**config.mk**
```make
export PLATFORM = sky130hd
export DESIGN_NAME = status_led_pattern_controller_flat
export DESIGN_NICKNAME = d
export VERILOG_FILES = /design/src/rtl/core/slpc_pkg.sv /design/src/rtl/core/slpc_cmd_if.sv /design/src/rtl/core/slpc_led_if.sv /design/src/rtl/core/status_led_pattern_controller.sv /design/src/rtl/core/slpc_cfg.sv /design/src/rtl/core/slpc_engine.sv /design/src/rtl/core/slpc_skid.sv /design/src/flat_wrapper.sv
export SDC_FILE = /design/constraint.sdc
export NUM_CORES = 1
export LEC_CHECK = 0
export ABC_AREA = 1
export BUFFER_PORTS_ARGS = -buffer_cell sky130_fd_sc_hd__buf_2
export CAP_MARGIN = 30
export CORE_UTILIZATION = 40
export CTS_CLUSTER_SIZE = 40
export DETAILED_ROUTE_END_ITERATION = 16
export SYNTH_ARGS = -nofsm -noshare
export SYNTH_HDL_FRONTEND = slang
export SYNTH_SLANG_ARGS = --single-unit
```
**constraint.sdc**
```tcl
create_clock -name i_clk -period 5.4 [get_ports i_clk]
set_clock_uncertainty 0.15 [all_clocks]
set_input_delay 0.81 -clock i_clk [delete_from_list [all_inputs] [get_ports i_clk]]
set_output_delay 0.81 -clock i_clk [all_outputs]
set_load 0.05 [all_outputs]
```
**src/rtl/core/slpc_pkg.sv**
```systemverilog
// Shared types and constants for the status LED pattern controller.
// No dependencies; every other file of the block depends on this package.
package slpc_pkg;

    localparam int LEVEL_W    = 10;
    localparam int TIME_W     = 12;
    localparam int AGE_W      = 8;
    localparam int CMD_W      = 3;
    localparam int MODE_W     = 3;
    localparam int PCODE_W    = 32;
    localparam int BITPOS_W   = 6;
    localparam int CFG_IDX_W  = 3;
    localparam int CFG_DATA_W = 12;

    // Command codes
    localparam logic [CMD_W-1:0] CMD_TICK       = 3'd0;
    localparam logic [CMD_W-1:0] CMD_OFF        = 3'd1;
    localparam logic [CMD_W-1:0] CMD_CONNECTING = 3'd2;
    localparam logic [CMD_W-1:0] CMD_CONNECTED  = 3'd3;
    localparam logic [CMD_W-1:0] CMD_ACTIVITY   = 3'd4;
    localparam logic [CMD_W-1:0] CMD_PANIC      = 3'd5;

    // Mode codes as seen on the result channel
    localparam logic [MODE_W-1:0] MODE_CODE_OFF      = 3'd0;
    localparam logic [MODE_W-1:0] MODE_CODE_BREATH   = 3'd1;
    localparam logic [MODE_W-1:0] MODE_CODE_ON       = 3'd2;
    localparam logic [MODE_W-1:0] MODE_CODE_ACTIVITY = 3'd3;
    localparam logic [MODE_W-1:0] MODE_CODE_PANIC    = 3'd4;

    // Configuration register indexes
    localparam logic [CFG_IDX_W-1:0] CFG_BRIGHT_LEVEL = 3'd0;
    localparam logic [CFG_IDX_W-1:0] CFG_FRAME_MS     = 3'd1;
    localparam logic [CFG_IDX_W-1:0] CFG_HOLD_MS      = 3'd2;
    localparam logic [CFG_IDX_W-1:0] CFG_SHORT_MS     = 3'd3;
    localparam logic [CFG_IDX_W-1:0] CFG_LONG_MS      = 3'd4;
    localparam logic [CFG_IDX_W-1:0] CFG_PAUSE_MS     = 3'd5;

    // Configuration reset values
    localparam logic [LEVEL_W-1:0] RST_BRIGHT_LEVEL = 10'd32;
    localparam logic [TIME_W-1:0]  RST_FRAME_MS     = 12'd50;
    localparam logic [AGE_W-1:0]   RST_HOLD_MS      = 8'd100;
    localparam logic [TIME_W-1:0]  RST_SHORT_MS     = 12'd250;
    localparam logic [TIME_W-1:0]  RST_LONG_MS      = 12'd500;
    localparam logic [TIME_W-1:0]  RST_PAUSE_MS     = 12'd3000;

    localparam logic [AGE_W-1:0] AGE_MAX = 8'hFF;

    typedef enum logic [4:0] {
        MODE_OFF      = 5'b00001,
        MODE_BREATH   = 5'b00010,
        MODE_ON       = 5'b00100,
        MODE_ACTIVITY = 5'b01000,
        MODE_PANIC    = 5'b10000
    } t_mode;

    typedef struct packed {
        logic [LEVEL_W-1:0] bright_level;
        logic [TIME_W-1:0]  frame_ms;
        logic [AGE_W-1:0]   activity_hold_ms;
        logic [TIME_W-1:0]  short_ms;
        logic [TIME_W-1:0]  long_ms;
        logic [TIME_W-1:0]  pause_ms;
    } t_cfg;

    typedef struct packed {
        logic [LEVEL_W-1:0] pwm_duty;
        logic [MODE_W-1:0]  mode;
    } t_result;

    function automatic logic [MODE_W-1:0] mode_code(input t_mode m);
        logic [MODE_W-1:0] c;
        unique case (m)
            MODE_OFF:      c = MODE_CODE_OFF;
            MODE_BREATH:   c = MODE_CODE_BREATH;
            MODE_ON:       c = MODE_CODE_ON;
            MODE_ACTIVITY: c = MODE_CODE_ACTIVITY;
            MODE_PANIC:    c = MODE_CODE_PANIC;
            default:       c = MODE_CODE_OFF;
        endcase
        return c;
    endfunction

    // Mode requested by a request command; tick and unused codes map to off
    // but are never used as requests.
    function automatic t_mode cmd_to_mode(input logic [CMD_W-1:0] cmd);
        t_mode m;
        unique case (cmd)
            CMD_OFF:        m = MODE_OFF;
            CMD_CONNECTING: m = MODE_BREATH;
            CMD_CONNECTED:  m = MODE_ON;
            CMD_ACTIVITY:   m = MODE_ACTIVITY;
            CMD_PANIC:      m = MODE_PANIC;
            default:        m = MODE_OFF;
        endcase
        return m;
    endfunction

endpackage

```
**src/rtl/core/slpc_cmd_if.sv**
```systemverilog
// Command channel: valid/ready handshake carrying cmd and panic_code.
// Depends on slpc_pkg for field widths.
interface slpc_cmd_if;
    logic                         valid;
    logic                         ready;
    logic [slpc_pkg::CMD_W-1:0]   cmd;
    logic [slpc_pkg::PCODE_W-1:0] panic_code;

    modport source (output valid, output cmd, output panic_code, input ready);
    modport sink   (input valid, input cmd, input panic_code, output ready);
endinterface

```
**src/rtl/core/slpc_led_if.sv**
```systemverilog
// Result channel: valid/ready handshake carrying pwm_duty and mode.
// Depends on slpc_pkg for field widths.
interface slpc_led_if;
    logic                         valid;
    logic                         ready;
    logic [slpc_pkg::LEVEL_W-1:0] pwm_duty;
    logic [slpc_pkg::MODE_W-1:0]  mode;

    modport source (output valid, output pwm_duty, output mode, input ready);
    modport sink   (input valid, input pwm_duty, input mode, output ready);
endinterface

```
**src/rtl/core/status_led_pattern_controller.sv**
```systemverilog
// Status LED pattern controller: ms ticks and mode requests in, PWM level out.
// Results are registered in the output buffer (skid register while stalled).
// Throughput: one transaction per cycle while the skid register is empty; set
// by the next-state logic of the mode engine and a two-entry output buffer.
// Reset: synchronous, active low; all state and configuration take their
// reset values directly, no clearing pass; the buffer's data is not reset.
module status_led_pattern_controller #(
    parameter int BREATH_STEPS = 20,
    parameter int CODE_BITS    = 32
) (
    input  logic                            i_clk,
    input  logic                            i_rst_n,
    input  logic                            i_cfg_we,
    input  logic [slpc_pkg::CFG_IDX_W-1:0]  i_cfg_index,
    input  logic [slpc_pkg::CFG_DATA_W-1:0] i_cfg_data,
    slpc_cmd_if.sink                        i_cmd,
    slpc_led_if.source                      o_led
);
    import slpc_pkg::*;

    t_cfg    cfg;
    t_result eng_result;
    t_result out_data;
    logic    in_ready;
    logic    in_fire;

    assign i_cmd.ready = in_ready;
    assign in_fire     = i_cmd.valid && in_ready;

    slpc_cfg u_cfg (
        .i_clk       (i_clk),
        .i_rst_n     (i_rst_n),
        .i_cfg_we    (i_cfg_we),
        .i_cfg_index (i_cfg_index),
        .i_cfg_data  (i_cfg_data),
        .o_cfg       (cfg)
    );

    slpc_engine #(
        .BREATH_STEPS (BREATH_STEPS),
        .CODE_BITS    (CODE_BITS)
    ) u_engine (
        .i_clk        (i_clk),
        .i_rst_n      (i_rst_n),
        .i_fire       (in_fire),
        .i_cmd        (i_cmd.cmd),
        .i_panic_code (i_cmd.panic_code),
        .i_cfg        (cfg),
        .o_result     (eng_result)
    );

    slpc_skid u_skid (
        .i_clk   (i_clk),
        .i_rst_n (i_rst_n),
        .i_valid (in_fire),
        .i_data  (eng_result),
        .o_ready (in_ready),
        .o_valid (o_led.valid),
        .o_data  (out_data),
        .i_ready (o_led.ready)
    );

    assign o_led.pwm_duty = out_data.pwm_duty;
    assign o_led.mode     = out_data.mode;

endmodule

```
**src/rtl/core/slpc_cfg.sv**
```systemverilog
// Configuration register file of the status LED pattern controller.
// Depends on slpc_pkg for t_cfg, register indexes and reset values.
module slpc_cfg (
    input  logic                            i_clk,
    input  logic                            i_rst_n,
    input  logic                            i_cfg_we,
    input  logic [slpc_pkg::CFG_IDX_W-1:0]  i_cfg_index,
    input  logic [slpc_pkg::CFG_DATA_W-1:0] i_cfg_data,
    output slpc_pkg::t_cfg                  o_cfg
);
    import slpc_pkg::*;

    t_cfg r_cfg;
    t_cfg n_cfg;

    always_comb begin
        n_cfg = r_cfg;
        if (i_cfg_we) begin
            unique case (i_cfg_index)
                CFG_BRIGHT_LEVEL: n_cfg.bright_level     = i_cfg_data[LEVEL_W-1:0];
                CFG_FRAME_MS:     n_cfg.frame_ms         = i_cfg_data[TIME_W-1:0];
                CFG_HOLD_MS:      n_cfg.activity_hold_ms = i_cfg_data[AGE_W-1:0];
                CFG_SHORT_MS:     n_cfg.short_ms         = i_cfg_data[TIME_W-1:0];
                CFG_LONG_MS:      n_cfg.long_ms          = i_cfg_data[TIME_W-1:0];
                CFG_PAUSE_MS:     n_cfg.pause_ms         = i_cfg_data[TIME_W-1:0];
                default: ;  // drop writes beyond the register list
            endcase
        end
    end

    always_ff @(posedge i_clk) begin
        if (!i_rst_n) begin
            r_cfg.bright_level     <= RST_BRIGHT_LEVEL;
            r_cfg.frame_ms         <= RST_FRAME_MS;
            r_cfg.activity_hold_ms <= RST_HOLD_MS;
            r_cfg.short_ms         <= RST_SHORT_MS;
            r_cfg.long_ms          <= RST_LONG_MS;
            r_cfg.pause_ms         <= RST_PAUSE_MS;
        end else begin
            r_cfg <= n_cfg;
        end
    end

    assign o_cfg = r_cfg;

endmodule

```
**src/rtl/core/slpc_engine.sv**
```systemverilog
// Mode engine: pattern state registers and the combinational next-state logic.
// Depends on slpc_pkg for modes, commands, t_cfg and t_result.
module slpc_engine #(
    parameter int BREATH_STEPS = 20,
    parameter int CODE_BITS    = 32
) (
    input  logic                         i_clk,
    input  logic                         i_rst_n,
    input  logic                         i_fire,
    input  logic [slpc_pkg::CMD_W-1:0]   i_cmd,
    input  logic [slpc_pkg::PCODE_W-1:0] i_panic_code,
    input  slpc_pkg::t_cfg               i_cfg,
    output slpc_pkg::t_result            o_result
);
    import slpc_pkg::*;

    localparam int SW = $clog2(BREATH_STEPS);
    localparam logic [SW:0] NSTEPS    = (SW+1)'(BREATH_STEPS);
    localparam logic [SW:0] HALFSTEPS = (SW+1)'(BREATH_STEPS / 2);
    localparam logic [SW:0] LASTSTEP  = (SW+1)'(BREATH_STEPS - 1);

    t_mode                r_mode, n_mode;
    t_mode                r_prior, n_prior;
    logic [LEVEL_W-1:0]   r_level, n_level;
    logic [SW-1:0]        r_step, n_step;
    logic [TIME_W-1:0]    r_wait, n_wait;
    logic                 r_armed, n_armed;
    logic [AGE_W-1:0]     r_age, n_age;
    logic [CODE_BITS-1:0] r_code, n_code;
    logic [BITPOS_W-1:0]  r_bitpos, n_bitpos;

    logic                          run;
    logic                          entered;
    t_mode                         want;
    logic [CODE_BITS+PCODE_W-1:0]  code_ext;
    logic [SW:0]                   step0;
    logic [SW:0]                   step_level;
    logic [BITPOS_W-1:0]           bp0;
    logic [BITPOS_W-1:0]           bp_inc;
    logic [LEVEL_W-1:0]            lvl0;
    logic [CODE_BITS-1:0]          code_at;
    logic [CODE_BITS-1:0]          code_above;

    assign code_ext = {{CODE_BITS{1'b0}}, i_panic_code};

    always_comb begin
        n_mode   = r_mode;
        n_prior  = r_prior;
        n_level  = r_level;
        n_step   = r_step;
        n_wait   = r_wait;
        n_armed  = r_armed;
        n_age    = r_age;
        n_code   = r_code;
        n_bitpos = r_bitpos;
        run      = 1'b0;
        entered  = 1'b0;
        want     = cmd_to_mode(i_cmd);

        if (i_fire) begin
            priority if (i_cmd == CMD_TICK) begin
                if (r_age != AGE_MAX) n_age = r_age + 8'd1;
                if (r_armed) begin
                    if (r_wait <= 12'd1) begin
                        n_wait = '0;
                        run    = 1'b1;
                    end else begin
                        n_wait = r_wait - 12'd1;
                    end
                end
            end else if (i_cmd <= CMD_PANIC) begin
                if (i_cmd == CMD_ACTIVITY) n_age = '0;
                if (i_cmd == CMD_PANIC) n_code = code_ext[CODE_BITS-1:0];
                if (want != r_mode && r_mode != MODE_PANIC) begin
                    n_prior = r_mode;
                    n_mode  = want;
                    run     = 1'b1;
                    entered = 1'b1;
                end
            end else begin
                // unused command codes leave the state alone
            end
        end

        // Activity timeout: rearm the wait, then return to the previous mode (entering
        // it) or toggle the level; a previous mode of activity keeps the mode.
        if (run && !entered && r_mode == MODE_ACTIVITY) begin
            n_wait  = i_cfg.frame_ms;
            n_armed = 1'b1;
            if (n_age > i_cfg.activity_hold_ms) begin
                if (r_prior != MODE_ACTIVITY) begin
                    n_prior = r_mode;
                    n_mode  = r_prior;
                    entered = 1'b1;
                end else begin
                    run = 1'b0;
                end
            end else begin
                n_level = (r_level != '0) ? '0 : i_cfg.bright_level;
                run     = 1'b0;
            end
        end

        step0      = (entered || {1'b0, r_step} >= NSTEPS) ? '0 : {1'b0, r_step};
        step_level = (step0 < HALFSTEPS) ? step0 : LASTSTEP - step0;
        bp0        = entered ? '0 : r_bitpos;
        lvl0       = entered ? '0 : r_level;
        bp_inc     = bp0 + 6'd1;
        code_at    = n_code >> bp0;
        code_above = n_code >> bp_inc;

        if (run) begin
            unique case (n_mode)
                MODE_OFF: begin
                    n_armed = 1'b0;
                    n_wait  = '0;
                    n_level = '0;
                end
                MODE_BREATH: begin
                    n_wait  = i_cfg.frame_ms;
                    n_armed = 1'b1;
                    n_level = LEVEL_W'(step_level);
                    n_step  = (step0 == LASTSTEP) ? '0 : SW'(step0 + 1'b1);
                end
                MODE_ON: begin
                    n_armed = 1'b0;
                    n_wait  = '0;
                    n_level = i_cfg.bright_level;
                end
                MODE_ACTIVITY: begin
                    // only entry reaches here; timeouts were handled above
                    n_wait  = i_cfg.frame_ms;
                    n_armed = 1'b1;
                    n_level = '0;
                end
                MODE_PANIC: begin
                    n_armed = 1'b1;
                    if (lvl0 != '0) begin
                        n_level = '0;
                        if (code_above == '0) begin
                            n_bitpos = '0;
                            n_wait   = i_cfg.pause_ms;
                        end else begin
                            n_bitpos = bp_inc;
                            n_wait   = i_cfg.short_ms;
                        end
                    end else begin
                        n_level  = i_cfg.bright_level;
                        n_bitpos = bp0;
                        n_wait   = code_at[0] ? i_cfg.long_ms : i_cfg.short_ms;
                    end
                end
                default: ;
            endcase
        end
    end

    always_ff @(posedge i_clk) begin
        if (!i_rst_n) begin
            r_mode   <= MODE_OFF;
            r_prior  <= MODE_OFF;
            r_level  <= '0;
            r_step   <= '0;
            r_wait   <= '0;
            r_armed  <= 1'b0;
            r_age    <= '0;
            r_code   <= '0;
            r_bitpos <= '0;
        end else begin
            r_mode   <= n_mode;
            r_prior  <= n_prior;
            r_level  <= n_level;
            r_step   <= n_step;
            r_wait   <= n_wait;
            r_armed  <= n_armed;
            r_age    <= n_age;
            r_code   <= n_code;
            r_bitpos <= n_bitpos;
        end
    end

    assign o_result.pwm_duty = n_level;
    assign o_result.mode     = mode_code(n_mode);

`ifndef SYNTHESIS
    a_panic_final: assert property (@(posedge i_clk) disable iff (!i_rst_n)
        r_mode == MODE_PANIC |=> r_mode == MODE_PANIC)
        else $error("panic mode was left");
    a_disarmed_idle: assert property (@(posedge i_clk) disable iff (!i_rst_n)
        !r_armed |-> r_wait == '0)
        else $error("wait count left over while disarmed");
    a_off_dark: assert property (@(posedge i_clk) disable iff (!i_rst_n)
        r_mode == MODE_OFF |-> r_level == '0 && !r_armed)
        else $error("off mode drives the LED or runs a wait");
    a_prior_not_panic: assert property (@(posedge i_clk) disable iff (!i_rst_n)
        r_prior != MODE_PANIC)
        else $error("panic recorded as previous mode");
    a_step_range: assert property (@(posedge i_clk) disable iff (!i_rst_n)
        {1'b0, r_step} < NSTEPS)
        else $error("breathing step out of range");
`endif

endmodule

```
**src/rtl/core/slpc_skid.sv**
```systemverilog
// Two-entry output buffer: result register plus skid register.
// Depends on slpc_pkg for t_result.
module slpc_skid (
    input  logic              i_clk,
    input  logic              i_rst_n,
    input  logic              i_valid,
    input  slpc_pkg::t_result i_data,
    output logic              o_ready,
    output logic              o_valid,
    output slpc_pkg::t_result o_data,
    input  logic              i_ready
);
    import slpc_pkg::*;

    logic    r_out_v;
    logic    r_skid_v;
    t_result r_out;
    t_result r_skid;

    assign o_ready = !r_skid_v;
    assign o_valid = r_out_v;
    assign o_data  = r_out;

    always_ff @(posedge i_clk) begin
        if (!i_rst_n) begin
            r_out_v  <= 1'b0;
            r_skid_v <= 1'b0;
        end else if (i_ready || !r_out_v) begin
            if (r_skid_v) begin
                // drain the skid first; no input is taken while it is full
                r_out_v  <= 1'b1;
                r_skid_v <= 1'b0;
            end else begin
                r_out_v <= i_valid;
            end
        end else if (i_valid && !r_skid_v) begin
            r_skid_v <= 1'b1;
        end
    end

    always_ff @(posedge i_clk) begin
        if (i_ready || !r_out_v) begin
            r_out <= r_skid_v ? r_skid : i_data;
        end else if (i_valid && !r_skid_v) begin
            r_skid <= i_data;
        end
    end

endmodule
```
**src/flat_wrapper.sv**
```systemverilog
// flat-port wrapper written by rule: the top's interface ports become plain ports
module status_led_pattern_controller_flat import slpc_pkg::*;
#(
    parameter int BREATH_STEPS = 20,
    parameter int CODE_BITS    = 32
)
  (i_clk, i_rst_n, i_cfg_we, i_cfg_index, i_cfg_data, i_cmd_valid, i_cmd_cmd, i_cmd_panic_code, i_cmd_ready, o_led_valid, o_led_pwm_duty, o_led_mode, o_led_ready);
  slpc_cmd_if i_cmd_i ();
  slpc_led_if o_led_i ();
  input  logic i_clk;
  input  logic i_rst_n;
  input  logic i_cfg_we;
  input  logic [slpc_pkg::CFG_IDX_W-1:0] i_cfg_index;
  input  logic [slpc_pkg::CFG_DATA_W-1:0] i_cfg_data;
  input wire logic [$bits(i_cmd_i.valid)-1:0] i_cmd_valid;
  input wire logic [$bits(i_cmd_i.cmd)-1:0] i_cmd_cmd;
  input wire logic [$bits(i_cmd_i.panic_code)-1:0] i_cmd_panic_code;
  output wire logic [$bits(i_cmd_i.ready)-1:0] i_cmd_ready;
  output wire logic [$bits(o_led_i.valid)-1:0] o_led_valid;
  output wire logic [$bits(o_led_i.pwm_duty)-1:0] o_led_pwm_duty;
  output wire logic [$bits(o_led_i.mode)-1:0] o_led_mode;
  input wire logic [$bits(o_led_i.ready)-1:0] o_led_ready;
  assign i_cmd_i.valid = i_cmd_valid;
  assign i_cmd_i.cmd = i_cmd_cmd;
  assign i_cmd_i.panic_code = i_cmd_panic_code;
  assign i_cmd_ready = i_cmd_i.ready;
  assign o_led_valid = o_led_i.valid;
  assign o_led_pwm_duty = o_led_i.pwm_duty;
  assign o_led_mode = o_led_i.mode;
  assign o_led_i.ready = o_led_ready;
  status_led_pattern_controller #(.BREATH_STEPS(BREATH_STEPS), .CODE_BITS(CODE_BITS)) u_core (.i_clk(i_clk), .i_rst_n(i_rst_n), .i_cfg_we(i_cfg_we), .i_cfg_index(i_cfg_index), .i_cfg_data(i_cfg_data), .i_cmd(i_cmd_i), .o_led(o_led_i));
endmodule
```
### Word level (Yosys, flattened, before mapping)

Index checks and enable logic that the tools add are counted.
Widths: inputs -> output; s select.

* logic and storage cells: 151
* input bits: 55
* register bits: 178

* shifts and indexed selects: 2
* $lt $le $gt $ge: 5
* mux-type cells: 67
* equal/unequal tests: 20
* bitwise logic cells: 2
* reductions and logical operators: 29
* add/sub/neg operators: 5

Operators by type and width (count)
* $mux 32: 4
* $mux 12: 9
* $mux 5: 16
* $mux 10: 6
* $mux 8: 5
* $pmux 10 s4: 1
* $pmux 12 s3: 1
* $logic_not 32->1: 1
* $shr 32x6->1: 1
* $shr 32x6->32: 1
* $mux 6: 4
* $pmux 5 s4: 1
* $reduce_bool 10->1: 2
* $reduce_and 2->1: 9
* $mux 1: 17
* $mux 13: 1
* $eq 3x2->1 const B: 4
* $eq 3x3->1 const B: 4
* $le 12x1->1 const B: 1
* $pmux 3 s4: 1
* $sub 12x1->12 const B: 1
* $eq 5x4->1 const B: 2
* $eq 5x5->1 const B: 2
* $add 8x1->8 const B: 1
* 23 further kinds: 35

### Depth between registers and ports, before layout

* depth after elaboration: 20
* depth in mapped cells: 46
* gate-level depth less buffers: 44

### Cells and area by module

Synthesis repeated with hierarchy kept, for this count alone.

* cell total of the unflattened synthesis: 1535
* area total of the unflattened synthesis: 10309.9 sq um

Modules (own cells, without submodules)
* slpc_engine: cells each 1094, area an instance 6721.4 sq um, times used 1, seq. area each 1681.6 sq um
* slpc_cfg: cells each 360, area an instance 2555.0 sq um, times used 1, seq. area each 1321.3 sq um
* slpc_skid: cells each 79, area an instance 1026.0 sq um, times used 1, seq. area each 820.8 sq um
* status_led_pattern_controller: cells each 2, area an instance 7.5 sq um, times used 1, seq. area each 0.0 sq um

### Worst setup path after synthesis

Ideal clock, no wire load.

* kind: input to register
* start: in i_cmd_cmd[1]
* end: reg u_core.u_engine.r_wait[11]
* path buffers: 3
* setup slack: 689 ps
* data arrival time: 4437 ps
* data required time: 5126 ps
* stages: 38
* cells stage by stage: ha_1 -> nor4_1 -> inv_1 -> nor2_1 -> inv_1 -> nand2_1 -> nand2_1 -> nand2_1 -> inv_1 -> ha_1 -> nand2_1 -> nor2_1 -> nand2_1 -> nand2_1 -> nand2_1 -> nor2_1 -> nand4_4 -> nand3_4 -> (+2 left out) -> nand2_1 -> nand2_1 -> inv_1 -> nand2_1 -> nand2_1 -> nor2_1 -> nand2_1 -> a21oi_1 -> nand2_1 -> nand2_1 -> nand2_1 -> nand2_1 -> nand2_2 -> nand2_2 -> buf_2 -> nand2_1 -> nand3_1 -> a21oi_1

* elaborated cells on any way between the ends: 62
* those cells by class: add/sub: 1; order compare: 2; eq/ne: 10; shift: 2; mux: 38; reduce/logical: 9

RTL lines
* start: declaration: line flat_wrapper.sv:16 `input wire logic [$bits(i_cmd_i.cmd)-1:0] i_cmd_cmd;`
* parallel branches: the longest is 3 deep, another holds $le 3x3->1
* $mux 8 (*): line slpc_engine.sv:61 `priority if (i_cmd == CMD_TICK) begin`
* $mux 8 (*): line slpc_engine.sv:60 `if (i_fire) begin`
* net u_core.u_engine.n_age[7]: line slpc_engine.sv:28 `logic [AGE_W-1:0] r_age, n_age;`
* $gt 8x8->1 (*): line slpc_engine.sv:90 `if (n_age > i_cfg.activity_hold_ms) begin`
* $mux 1: line slpc_engine.sv:90
* $mux 1: line slpc_engine.sv:87 `if (run && !entered && r_mode == MODE_ACTIVITY) begin`
* $mux 6: line slpc_engine.sv:106 `bp0 = entered ? '0 : r_bitpos;`
* $add 6x1->6: line slpc_engine.sv:108 `bp_inc = bp0 + 6'd1;`
* $shr 32x6->32: line slpc_engine.sv:110 `code_above = n_code >> bp_inc;`
* $logic_not 32->1: line slpc_engine.sv:140 `if (code_above == '0) begin`
* $mux 12: line slpc_engine.sv:140
* $mux 12: line slpc_engine.sv:138 `if (lvl0 != '0) begin`
* $pmux 12 s3: line slpc_engine.sv:113 `unique case (n_mode)`
* $mux 12 (*): line slpc_engine.sv:112 `if (run) begin`
* end signal: assignment: line slpc_engine.sv:174 `r_wait <= n_wait;`
* end: declaration: line slpc_engine.sv:26 `logic [TIME_W-1:0] r_wait, n_wait;`

Mark *: on every way through the listed nets, which the timed path passes.
A chain may end at the register's enable or synchronous reset.

### Final worst setup path

* start: in i_cmd_cmd[1]
* end: reg u_core.u_engine.r_wait[9]

Same word-level chain as after synthesis.

==> summary.txt <==
Util after Layout -> 48.2%
Max clock buf depth -> 2
Final ANT Viol Nets -> 0
Design Area, Final -> 0.0114 mm²
initial antenna violation count -> 0
Max Slew Vio Count -> 0
DIE WIDTH -> 158 µm
CP dominant cell by count -> nand2_1
P&R area growth vs syn -> 16.9%
Main synth FF type -> dfxtp_1
Die Y -> 158 µm
Static Leak -> 5.49 nW
Post-synth ARST share -> 0%
die area -> 0.0250 mm²
clock slew at reported path FFs -> 80 ps
first-pass GRT wire length -> 44100 µm
Peak supply drop -> 0.195 mV
# setup viols final -> 0
PwrDens -> 295 mW/mm²
vias in the first global route -> 8600
Max Cap Viol -> 0
Final Hold Slack -> 308 ps
signal arrival time at the worst endpoint -> 5190 ps
sequential area share after synthesis -> 39.2%
cells after synthesis -> 1438
endpoint type of the worst setup path -> flop
ANT cells -> 0
Worst R2R Setup Slack -> 510 ps
CTS Root Cell -> clkbuf_16
Worst Setup Path Type -> input port to flop
final net count -> 1589
final setup TNS -> 0 ps
layout cells sized above 1 -> 13.1%
Worst setup SP type -> input port
wire per inst -> 15.1 µm
number of remaining DRC errors -> 0
Core Footprint -> 0.0237 mm²
num rows -> 56
max_slew headroom -> 43.0%
Final GP Congestion -> 0.939
drt first pass iters -> 5
CTS tree -> yes
gr usage total -> 22.5%
worst r2r src -> u_core.u_engine.r_age[0]
global route overflow -> 0
Initial Utilization -> 41.2%
Mapped Nets -> 1509
status -> complete, no violations
worst skew pair latency -> 440 ps
clock sinks -> 178
Post-Syn Area -> 0.00976 mm²
worst setup path end -> u_core.u_engine.r_wait[9]
CP max FO -> 10
Max Fclk -> 201 MHz
CP max-delay cell -> ha_1
r2r endpoint -> u_core.u_engine.r_wait[9]
DR vias -> 9500
worst hold start -> u_core.u_cfg.o_cfg[10]
Placed Area -> 0.0106 mm²
final WL -> 28000 µm
final hold vios -> 0
Top-Level Pins -> 70
Required @ worst endpoint -> 5620 ps
yosys warns -> 0
hpwl dp -> 19800 µm
H-tree depth -> 4
Tightest Hold Check Type -> flop to flop
pin count of the biggest net entering global routing -> 90
Crit path largest cell delay -> 290 ps
unique cell type count in the Yosys netlist -> 54
worst r2r path cells -> 40
IO Port Bufs -> 69
Initial DRC Count -> 608
PnR Total Power -> 3.37 mW
Yosys reg bits -> 178
Tcrit/Tclk final -> 92.0%
Avg Inst Size Synth -> 6.79 µm²
Setup crit start -> i_cmd_cmd[1]
routed vias/inst -> 5.14
EDFF count, synth -> 26
min Tclk post-route -> 4970 ps
Slew @ Worst Pin -> 855 ps
total CTS buffers -> 17
## cells by family after synthesis
| logic type | Yosys count | share of synthesized area [%] |
|---|---|---|
| DFF | 178 | 39.2 |
| and+or+nand+nor | 654 | 28.5 |
| xor gates and xnor gates | 7 | 0.628 |
| buffers and inverters | 260 | 10.8 |
| muxes | 17 | 1.74 |
| AOI/OAI and AO/OA | 306 | 17.1 |
| adders and majority gates | 16 | 2.05 |
## sequential cells by signal, indices dropped and copies added (netlist names)
register,flops
u_core.u_skid.o_data,13
u_core.u_engine.r_age,8
u_core.u_engine.r_mode,5
u_core.u_engine.r_armed,1
u_core.u_engine.r_step,5
u_core.u_skid.o_valid,1
u_core.u_engine.r_bitpos,6
u_core.u_engine.r_level,10
u_core.u_engine.r_prior,5
u_core.u_skid.r_skid,13
u_core.u_engine.r_code,32
u_core.u_cfg.o_cfg,66
u_core.u_engine.r_wait,12
u_core.u_skid.r_skid_v,1
## cell type report
class                   instances  area [µm²]
well taps                     319         399
repair buffers                116         822
flip-flops and latches        178        3830
clock buffers                  17         425
multi-input cells            1001        4970
fillers                      2461       12300
clock inverters                15         190
inverters                     204         779
## report_power, final
part           total [mW]  internal [mW]  switching (mW)
Clock                1.30          0.705           0.600
Combinational       0.621          0.198           0.423
Sequential           1.44           1.41          0.0346
Total                3.37           2.31            1.06
## metal layers
| layer | up-vias | track usage (%) | wire length [µm] | part of all wire [%] |
|---|---|---|---|---|
| met5 | - | 0 | 0 | 0 |
| met4 | 0 | 5.31 | 296 | 1.1 |
| met3 | 29 | 2.93 | 1560 | 5.6 |
| met2 | 284 | 35.3 | 12500 | 45 |
| met1 | 4337 | 32.5 | 13600 | 49 |
| li1 | 4850 | - | - | - |
## cell usage in the layout (no fill, tap or decap), types with 5 or more instances in the layout
| master | instances |
|---|---|
| nand2_1 | 330 |
| inv_1 | 192 |
| nor2_1 | 155 |
| dfxtp_1 | 150 |
| o21ai_0 | 136 |
| nand3_1 | 100 |
| a21oi_1 | 93 |
| buf_2 | 69 |
| buf_4 | 38 |
| o21ai_1 | 32 |
| edfxtp_1 | 26 |
| clkbuf_16 | 21 |
| nand4_1 | 18 |
| mux2i_1 | 17 |
| o211ai_1 | 15 |
| ha_1 | 15 |
| nor2_2 | 12 |
| nor3_1 | 10 |
| inv_2 | 8 |
| nand2_2 | 7 |
| inv_6 | 5 |
## worst min-delay path by stage
stage	to	slack [ps]	depth (start not counted)
finish	u_core.u_cfg.o_cfg[10]	310	2
global route	u_core.u_cfg.o_cfg[40]	340	2
CTS	u_core.u_cfg.o_cfg[10]	310	2
detailed placement	u_core.u_cfg.o_cfg[10]	300	2
global placement	u_core.u_cfg.o_cfg[14]	280	2
floorplan	u_core.u_cfg.o_cfg[14]	270	2
## synthesized netlist by cell type (6+ instances only)
cell / count / area share [%]
a21oi_1: 94 / 4.8
nand3_1: 101 / 5.2
nor3_1: 10 / 0.51
nand2_2: 6 / 0.38
inv_2: 8 / 0.31
buf_6: 6 / 0.69
nand4_1: 18 / 1.2
nand2_1: 332 / 13
ha_1: 16 / 2.1
inv_1: 193 / 7.4
dfxtp_1: 152 / 31
nor2_2: 7 / 0.45
nor2_1: 162 / 6.2
edfxtp_1: 26 / 8.0
mux2i_1: 17 / 1.7
o21ai_0: 142 / 7.3
buf_2: 12 / 0.62
o211ai_1: 15 / 1.2
o21ai_1: 26 / 1.3
clkbuf_1: 33 / 1.3
## worst max-delay path: cells and delay by family
kind | cells | cell delay [ps]
buf+inv | 7 | 1000
fa+ha+maj | 2 | 500
simple gates | 25 | 2470
compound gates | 2 | 400
## metrics by stage
stage,instances,setup slack [ps]
2_1_floorplan,1438,689
3_3_place_gp,1809,54.2
3_5_place_dp,1809,-32.2
4_1_cts,1841,317
5_1_grt,1850,-23.0
6_report,1850,432
## what timing repair did
action	CTS	global route
endpoints found under the hold margin	0	0
buffers inserted	0	4
gates resized for setup	0	34
endpoints found under the setup margin	0	38
hold buffers	0	0
No activity file was read; power rests on OpenSTA's default activity.
